[config.mk]
export PLATFORM = sky130hd
export DESIGN_NAME = psu_front
export DESIGN_NICKNAME = d
export VERILOG_FILES = /design/src/rtl/psu_pkg.sv /design/src/rtl/psu_front.sv
export SDC_FILE = /design/constraint.sdc
export NUM_CORES = 1
export LEC_CHECK = 0
export ABC_AREA = 1
export BUFFER_PORTS_ARGS = -buffer_cell sky130_fd_sc_hd__clkbuf_2
export CORE_AREA = 2 2 240 242
export DETAILED_ROUTE_END_ITERATION = 8
export DIE_AREA = 0 0 242 244
export SETUP_SLACK_MARGIN = 0.05
export SLEW_MARGIN = 15
export SYNTH_ARGS = -nofsm -noshare
export SYNTH_HDL_FRONTEND = slang
export SYNTH_SLANG_ARGS = --single-unit
export TNS_END_PERCENT = 1
[constraint.sdc]
create_clock -name clk_i -period 19.14 [get_ports clk_i]
set_input_delay 1.914 -clock clk_i [delete_from_list [all_inputs] [get_ports clk_i]]
set_output_delay 1.914 -clock clk_i [all_outputs]
set_load 0.03 [all_outputs]
[src/rtl/psu_pkg.sv]
// Package for the particle store update block.
// Holds the command and entry types, the sequencer states and the status codes.
// No dependencies.
package psu_pkg;

  localparam int unsigned MaxEntriesDefault = 64;
  localparam int unsigned CountW = 7;
  localparam int unsigned QueueDepth = 2;

  typedef enum logic [1:0] {
    STAT_ADDED   = 2'd0,
    STAT_DROPPED = 2'd1,
    STAT_ENTRY   = 2'd2,
    STAT_NONE    = 2'd3
  } status_e;

  typedef enum logic [1:0] {
    CMD_ADD  = 2'd0,
    CMD_TICK = 2'd1,
    CMD_SKIP = 2'd2
  } cmd_kind_e;

  typedef struct packed {
    logic [31:0] pos_x;
    logic [31:0] pos_y;
    logic [31:0] pos_z;
    logic [31:0] vel_x;
    logic [31:0] vel_y;
    logic [31:0] vel_z;
    logic [23:0] color;
    logic [15:0] size;
    logic [15:0] shader;
    logic [23:0] life;
    logic [23:0] init;
  } entry_t;

  typedef struct packed {
    cmd_kind_e   kind;
    entry_t      ent;
    logic [15:0] dt;
  } cmd_t;

  typedef enum logic [3:0] {
    ST_IDLE,
    ST_ADD,
    ST_SKIP,
    ST_P1_RD,
    ST_P1_MUL,
    ST_P1_WB,
    ST_EMPTY,
    ST_P2_RD,
    ST_P2_LD,
    ST_P2_DIV,
    ST_P2_OUT
  } state_e;

endpackage

[src/rtl/psu_front.sv]
// Front end of the particle store update block: accepts input items,
// classifies them into add, tick and skipped tick, and queues them.
// Depends on psu_pkg.
module psu_front (
  input  logic            clk_i,
  input  logic            rst_ni,
  input  logic            in_valid_i,
  output logic            in_ready_o,
  input  logic            req_type_i,
  input  logic [31:0]     pos_x_i,
  input  logic [31:0]     pos_y_i,
  input  logic [31:0]     pos_z_i,
  input  logic [31:0]     vel_x_i,
  input  logic [31:0]     vel_y_i,
  input  logic [31:0]     vel_z_i,
  input  logic [23:0]     color_rgb_i,
  input  logic [15:0]     sprite_size_i,
  input  logic [23:0]     life_time_i,
  input  logic [15:0]     shader_handle_i,
  input  logic [15:0]     time_step_i,
  output logic            cmd_valid_o,
  input  logic            cmd_ready_i,
  output psu_pkg::cmd_t   cmd_o
);
  import psu_pkg::*;

  cmd_t       slot_q [QueueDepth];
  logic       wr_ptr_q, rd_ptr_q;
  logic [1:0] cnt_q, cnt_d;
  cmd_t       cmd_in;
  logic       push, pop;

  always_comb begin
    cmd_in.ent.pos_x  = pos_x_i;
    cmd_in.ent.pos_y  = pos_y_i;
    cmd_in.ent.pos_z  = pos_z_i;
    cmd_in.ent.vel_x  = vel_x_i;
    cmd_in.ent.vel_y  = vel_y_i;
    cmd_in.ent.vel_z  = vel_z_i;
    cmd_in.ent.color  = color_rgb_i;
    cmd_in.ent.size   = sprite_size_i;
    cmd_in.ent.shader = shader_handle_i;
    cmd_in.ent.life   = life_time_i;
    cmd_in.ent.init   = life_time_i;
    cmd_in.dt         = time_step_i;
    priority if (!req_type_i) begin
      cmd_in.kind = CMD_ADD;
    end else if (time_step_i == 16'd0) begin
      cmd_in.kind = CMD_SKIP;
    end else begin
      cmd_in.kind = CMD_TICK;
    end
  end

  assign in_ready_o  = (cnt_q != 2'(QueueDepth));
  assign cmd_valid_o = (cnt_q != 2'd0);
  assign cmd_o       = slot_q[rd_ptr_q];
  assign push        = in_valid_i && in_ready_o;
  assign pop         = cmd_valid_o && cmd_ready_i;

  always_comb begin
    cnt_d = cnt_q;
    if (push && !pop) cnt_d = cnt_q + 2'd1;
    if (pop && !push) cnt_d = cnt_q - 2'd1;
  end

  always_ff @(posedge clk_i or negedge rst_ni) begin
    if (!rst_ni) begin
      wr_ptr_q <= 1'b0;
      rd_ptr_q <= 1'b0;
      cnt_q    <= 2'd0;
    end else begin
      cnt_q <= cnt_d;
      if (push) wr_ptr_q <= ~wr_ptr_q;
      if (pop) rd_ptr_q <= ~rd_ptr_q;
    end
  end

  always_ff @(posedge clk_i) begin
    if (push) slot_q[wr_ptr_q] <= cmd_in;
  end

endmodule

# Yosys cells after proc, flatten, opt, wreduce, memory -nomap -nowiden
# Memory sizes are Yosys's and may differ from the RTL's.
# Cells that the tools add are included.
# op_classes
n_reduce_logical	9
muxes	6
n_addsub	2
eq_ne	1
bitwise	2
# op_table
cell	count
logical NOT 16 bit	1
2-to-1 mux 2 bit	4
logical AND 1 bit	4
nonzero test 2 bit	2
adder 2 x 1 -> 2 bit, second input constant	1
logical NOT 1 bit	2
2-to-1 mux 1 bit	2
inequality test 2 bit, second input constant	1
NOT 1 bit	2
subtractor 2 x 1 -> 2 bit, second input constant	1
# totals
input_bits	293
mem_count	1
out_inout_bits	316
elab_cells	24
ramBits	628
ff_bits	4
# memory_table
name	depth	width	rd	rd_clocked_by_memory_dff	wr	line_no	source
slot_q	2	314	1	0	1	psu_front.sv:27	cmd_t slot_q [QueueDepth];

# Logic depth before layout (Yosys ltp)
# Gate-level depths: netlist (run 1).
# depth
word_depth	6
ltp_mapped	8
depth_no_buf	8

# Worst setup path before layout (run 1)
# OpenSTA, ideal clock, no wires.
# synth_timing
path_kind	input to register
startpoint	input port in_valid_i
endpoint	memory slot_q[1][0] in the netlist's numbering (enable)
arrival_time_ns	14.047
setup_time_ns	0.949
t_required_ns	18.191
stages	2
path_slack_ns	4.143
path_buffers	0
cell_sequence	nand2_1 -> nor2_1
# synth_via
elab_chain_len	3
# synth_lines
item	line_no	source
start, declared	psu_front.sv:7	input logic in_valid_i,
logical AND 1 bit	psu_front.sv:58	assign push = in_valid_i && in_ready_o;
2-to-1 mux 1 bit	psu_front.sv:80	if (push) slot_q[wr_ptr_q] <= cmd_in;
2-to-1 mux 1 bit (not written as such)	psu_front.sv:80	
end, declared	psu_front.sv:27	
# Every way passes these cells.

==> flow_metrics.tcl, run 1 <==
set metrics [dict create \
    status "completed" \
    clk_pin_slew_ns 0.06 \
    hold_viol 0 \
    post_cts_resized 0 \
    cts_buffers 59 \
    viasPerCell 4.55 \
    clock_skew_ns 0.0222 \
    layout.nets 2467 \
    grt_max_degree 169 \
    cts-root-buf "clkbuf_16" \
    remaining_drc_errors 0 \
    firstDrtPassIters 4 \
    ys_warn_count 0 \
    final_cell_area_um2 26900 \
    ant_nets 0 \
    postCtsHoldBufs 0 \
    cap_violations 0 \
    die_y_um 244 \
    powerDensity_nw_per_um2 179 \
    ys_async_sr_fraction 0.00685 \
    cts_tree "done" \
    ff2ff_path_depth 6 \
    synthCells 1580 \
    r2r_setup_slack_ns 15.48 \
    antenna_found_initial 14 \
    slew_viol_final 0 \
    wl_met1_um 20300 \
    highest_layer "met5" \
    core_area_um2 56200 \
    total_power_mw 4.79 \
    routedWlPerCell_um 18.0 \
    synth_edf_count 580 \
    critPathRequiredTime_ns 17.23 \
    wl_um 53700 \
    row_count 87 \
    clk_path_buf_depth 3 \
    synth_top_area_share 0.812 \
    clk_latency_ns 0.61 \
    synth_area_leaders "edfxtp_1 (81%), nand2_1 (15%), buf_2 (1.4%)" \
    synth_nets 1874 \
    initial_core_util 0.382 \
    syn_avg_cell_area_um2 13.6 \
    portBuffers 608 \
    rsz0062_at_grt "no" \
    layout-area-overhead-vs-synth_pct 25.2 \
    grt_pass1_wl_um 78800 \
    crit_fanout 93 \
    p_leak_nw 11.5 \
    htree_levels 2 \
    wl_met2_um 26700 \
    ys_seq_area_frac 0.816 \
    ios 609 \
    place.gp.congestion 0.873 \
    synth_common_cells "nand2_1 (880), edfxtp_1 (580), buf_2 (62)" \
    synth_area_leader_cell "edfxtp_1" \
    setup_viol_count_final 0 \
    hold_ws_ns 0.520 \
    vias 13600 \
    worstHoldPathType "flop to flop" \
    grt_remaining_overflow 0 \
    dp.cells 2868 \
    syn_area_um2 21500 \
    max_freq_ghz 0.175 \
    post-cts-setup-buffers 0 \
    fill_cells 5069 \
    dr_wl_met3_um 5050 \
    pre_cts_ws_ns 13.94 \
    placed_cell_area_um2 25100 \
    worstReg2RegStart "cnt_q[0]" \
    hpwl_um 35800 \
    dieArea_um2 59000 \
    yosysUniqueCellTypes 12 \
    peakVddDrop_mv 0.124 \
    fin_setup_tns_ns 0 \
    fin_crit_sh 0.298 \
    drive_gt1_frac 0.315 \
    hold_path_startpoint "cnt_q[0]" \
    drt_iter0_markers 707 \
    r2r_end "slot_q[1][196]" \
    fin_ws_ns 13.44 \
    utilization 0.478 \
    yosysMostFrequentCell "nand2_1" \
    ys_ff_latch 584 \
    fp.dieW_um 242 \
    clkSinkCount 584 \
    layout_min_cycle_time_ns 5.70 \
    synth_ff_type "edfxtp_1" \
    grtUsageTotal 0.175 \
    maxSlewHeadroom 0.245 \
    stdcell_count 2983 \
    hold_depth 1 \
    whs_endpoint "cnt_q[0]" \
    end_kind "output pin" \
    grt_pass1_vias 13300 \
    arrival_ns 3.79 \
    cp-start-kind "flop" \
    tightestPinTransition_ns 1.13 \
    critPathKind "flop to output pin" \
]
-- kinds of logic (layout without fill, tap and decap cells) --
family                   Yosys count  in the layout  share of synthesized area
AO/OA/AOI/OAI                      3              3                   0.000699
XOR/XNOR                           3              3                    0.00122
other                              0              9                          0
adder cells (fa/ha/maj)            1              1                   0.000583
flip-flops                       584            584                      0.816
buffers and inverters             94            732                     0.0246
AND/OR/NAND/NOR                  895            895                      0.157
-- critical path: stages, from the launching register on --
cell	delay, ns
dfrtp_4	0.85
buf_4	0.78
buf_4	0.86
nand2_1	0.16
nand2_1	0.13
clkbuf_2	0.21
-- flip-flops by register name, summed over array words and instances, names as in the netlist --
signal / cells
slot_q: 580
cnt_q: 2
rd_ptr_q: 1
wr_ptr_q: 1
-- worst max path at each step --
stage	start	endpoint	slack, ns	cells after the start
6_report	rd_ptr_q	cmd_o[163]	13.44	5
5_1_grt	rd_ptr_q	cmd_o[162]	13.09	5
4_1_cts	rd_ptr_q	cmd_o[11]	13.31	5
3_5_place_dp	in_valid_i	slot_q[1][191]	13.94	5
3_3_place_gp	in_valid_i	slot_q[1][160]	13.98	5
2_1_floorplan	in_valid_i	slot_q[1][0]	4.14	2
-- cell usage in the layout (no fill, tap or decap) --
master and n:
clkinv_2 6, clkbuf_1 17, dfrtp_4 1, clkinv_4 1, clkbuf_2 608, bufinv_16 2, xnor2_1 1, clkinv_8 1
ha_1 1, xor2_1 2, clkinv_1 16, diode_2 9, a21oi_1 3, nor2_1 12, inv_1 5, clkbuf_16 60
dfrtp_1 3, edfxtp_1 580, inv_6 1, nand2_1 880, or2_2 1, clkinvlp_4 2, nor2_4 2, inv_8 1
buf_12 1, buf_4 11
-- cell type report --
type                            count  area [um^2]  share of cell area
Multi-Input combinational cell    902         3430               0.128
Clock buffer                       77         1570              0.0583
Clock inverter                     29          199             0.00741
Sequential cell                   584        17500               0.652
Inverter                            6         30.0             0.00112
Tap cell                          756          946              0.0352
Timing Repair Buffer              620         3150               0.117
Antenna cell                        9         22.5            0.000838
-- report_power, final --
| part | total, mW | internal (mW) | switching, mW |
|---|---|---|---|
| Combinational | 1.92 | 0.412 | 1.50 |
| Clock | 1.05 | 0.598 | 0.455 |
| Sequential | 1.83 | 1.75 | 0.0785 |
| Total | 4.79 | 2.76 | 2.04 |
-- routing by layer --
| layer | vias to the layer above | global-route usage |
|---|---|---|
| li1 | 6519 | - |
| met1 | 6462 | 0.204 |
| met2 | 496 | 0.297 |
| met3 | 91 | 0.0665 |
| met4 | 12 | 0.0594 |
| met5 | - | 0 |
(Power assumes the default switching activity.)
==> run 2, diff against run 1 <==
==> constraint.sdc (replaced) <==
create_clock -name clk_i -period 5.75 [get_ports clk_i]
set_input_delay 0.575 -clock clk_i [delete_from_list [all_inputs] [get_ports clk_i]]
set_output_delay 0.575 -clock clk_i [all_outputs]
set_load 0.03 [all_outputs]
==> run 2 against run 1 <==
First-iteration DRC count is 23% higher. Core utilization is 0.37 points higher. Count of clock-buffer cells in the layout is 6 lower. Sequential share of layout area is 0.50 points lower. Setup slack worse by 12 ns. Sequential power grew to 3.3 times the previous value.
==> flow_metrics.tcl, run 2 (synthesis results as in run 1) <==
set metrics [dict create \
    status "completed" \
    post_cts_resized 0 \
    drive_gt1_frac 0.317 \
    hold_path_startpoint "pos_x_i[8]" \
    clk_path_buf_depth 3 \
    row_count 87 \
    clk_pin_slew_ns 0.06 \
    worstHoldPathType "input port to flop" \
    critPathKind "flop to output pin" \
    layout-area-overhead-vs-synth_pct 26.1 \
    critPathTopFamily "buffers and inverters" \
    portBuffers 608 \
    initial_core_util 0.382 \
    end_kind "output pin" \
    die_y_um 244 \
    total_power_mw 16.3 \
    wl_um 53600 \
    crit_path_frequent_cell "nand2_1" \
    critPathBufInv 3 \
    htree_levels 2 \
    fin_crit_sh 0.690 \
    drt_iter0_markers 872 \
    maxSlewHeadroom 0.223 \
    crit_start "rd_ptr_q" \
    ff2ff_path_depth 5 \
    clock_skew_ns 0.0220 \
    largest_reg_flops 580 \
    grt_max_degree 164 \
    whs_endpoint "slot_q[1][288]" \
    cp-start-kind "flop" \
    grt_pass1_vias 13200 \
    place.gp.congestion 0.857 \
    post-cts-setup-buffers 0 \
    grt_remaining_overflow 0 \
    crit_slowest_cell "inv_8" \
    tightestPinTransition_ns 1.17 \
    vias 13600 \
    grtUsageTotal 0.173 \
    hold_viol 0 \
    ant_nets 0 \
    r2r_end "slot_q[0][220]" \
    arrival_ns 3.39 \
    placed_cell_area_um2 25100 \
    ios 609 \
    fin_ws_ns 1.78 \
    antenna_found_initial 9 \
    worstReg2RegStart "cnt_q[0]" \
    routedWlPerCell_um 18.0 \
    core_area_um2 56200 \
    clk_latency_ns 0.60 \
    pre_cts_ws_ns 2.31 \
    final_cell_area_um2 27100 \
    hpwl_um 35500 \
    fp.dieW_um 242 \
    dieArea_um2 59000 \
    p_leak_nw 11.6 \
    cap_violations 0 \
    critPathMaxStageDelay_ns 0.80 \
    peakVddDrop_mv 0.429 \
    firstDrtPassIters 4 \
    clkSinkCount 584 \
    cp_cell_sequence "inv_8 > buf_12 > nand2_1 > nand2_1 > clkbuf_2" \
    reg_top3 "slot_q x580, cnt_q x2" \
    slew_viol_final 0 \
    largest-register "slot_q" \
    layout_min_cycle_time_ns 3.97 \
    rsz0062_at_grt "no" \
    r2r_setup_slack_ns 3.16 \
    hold_ws_ns 0.158 \
    final_cell_mix "nand2_1 (880), clkbuf_2 (608), edfxtp_1 (580)" \
    critPathRequiredTime_ns 5.18 \
    cts_buffers 59 \
    grt_pass1_wl_um 78500 \
    layout.nets 2466 \
    crit_fanout 151 \
    remaining_drc_errors 0 \
    viasPerCell 4.59 \
    cts_tree "done" \
    cts-root-buf "clkbuf_16" \
    layout_commonest_cell "nand2_1" \
    utilization 0.482 \
    max_freq_ghz 0.252 \
    powerDensity_nw_per_um2 602 \
    hold_depth 1 \
    setup_viol_count_final 0 \
]
-- run 2: worst max-delay path by stage --
| stage | to | slack, ns | cells past startpoint |
|---|---|---|---|
| after detailed placement | cmd_o[8] | 2.31 | 5 |
| after global routing | cmd_o[14] | 1.55 | 5 |
| after global placement | cmd_o[14] | 2.35 | 5 |
| final | cmd_o[24] | 1.78 | 5 |
| after CTS | cmd_o[8] | 1.66 | 5 |
| after floorplan | slot_q[1][0] | -3.17 | 4 |
-- run 2: area by class of cell --
cell class              instances  area, um^2
diodes                          4        10.0
clock buffers                  71        1560
clock inverters                32         364
fillers                      5080       29100
inverters                       6        30.0
multi-input cells             902        3430
flip-flops and latches        584       17500
well taps                     756         946
repair buffers                619        3200
-- run 2: through the flow --
stage               TNS (ns)  std cells
finish                     0       2974
global route               0       2971
CTS                        0       2970
detailed placement         0       2866
global placement           0       2866
floorplan           -1835.41       1580
-- run 2: repair_timing --
item | CTS | global route
setup endpoints to repair | 0 | 0
hold endpoints to repair | 4 | 0
hold buffers | 1 | 0
-- run 2: layer usage --
| metal | vias to the layer above | part of all wire | GRT usage |
|---|---|---|---|
| met3 | 92 | 0.094 | 0.0606 |
| li1 | 6499 | - | - |
| met4 | 12 | 0.025 | 0.0496 |
| met2 | 546 | 0.49 | 0.293 |
| met1 | 6488 | 0.39 | 0.210 |
| met5 | - | 0.0014 | 0 |
-- run 2: report_power, final --
| group | internal, mW | switching (mW) | leakage, nW |
|---|---|---|---|
| Sequential | 5.81 | 0.303 | 5.43 |
| Combinational | 1.40 | 4.97 | 5.27 |
| Clock | 2.28 | 1.55 | 0.935 |
| Total | 9.49 | 6.82 | 11.6 |
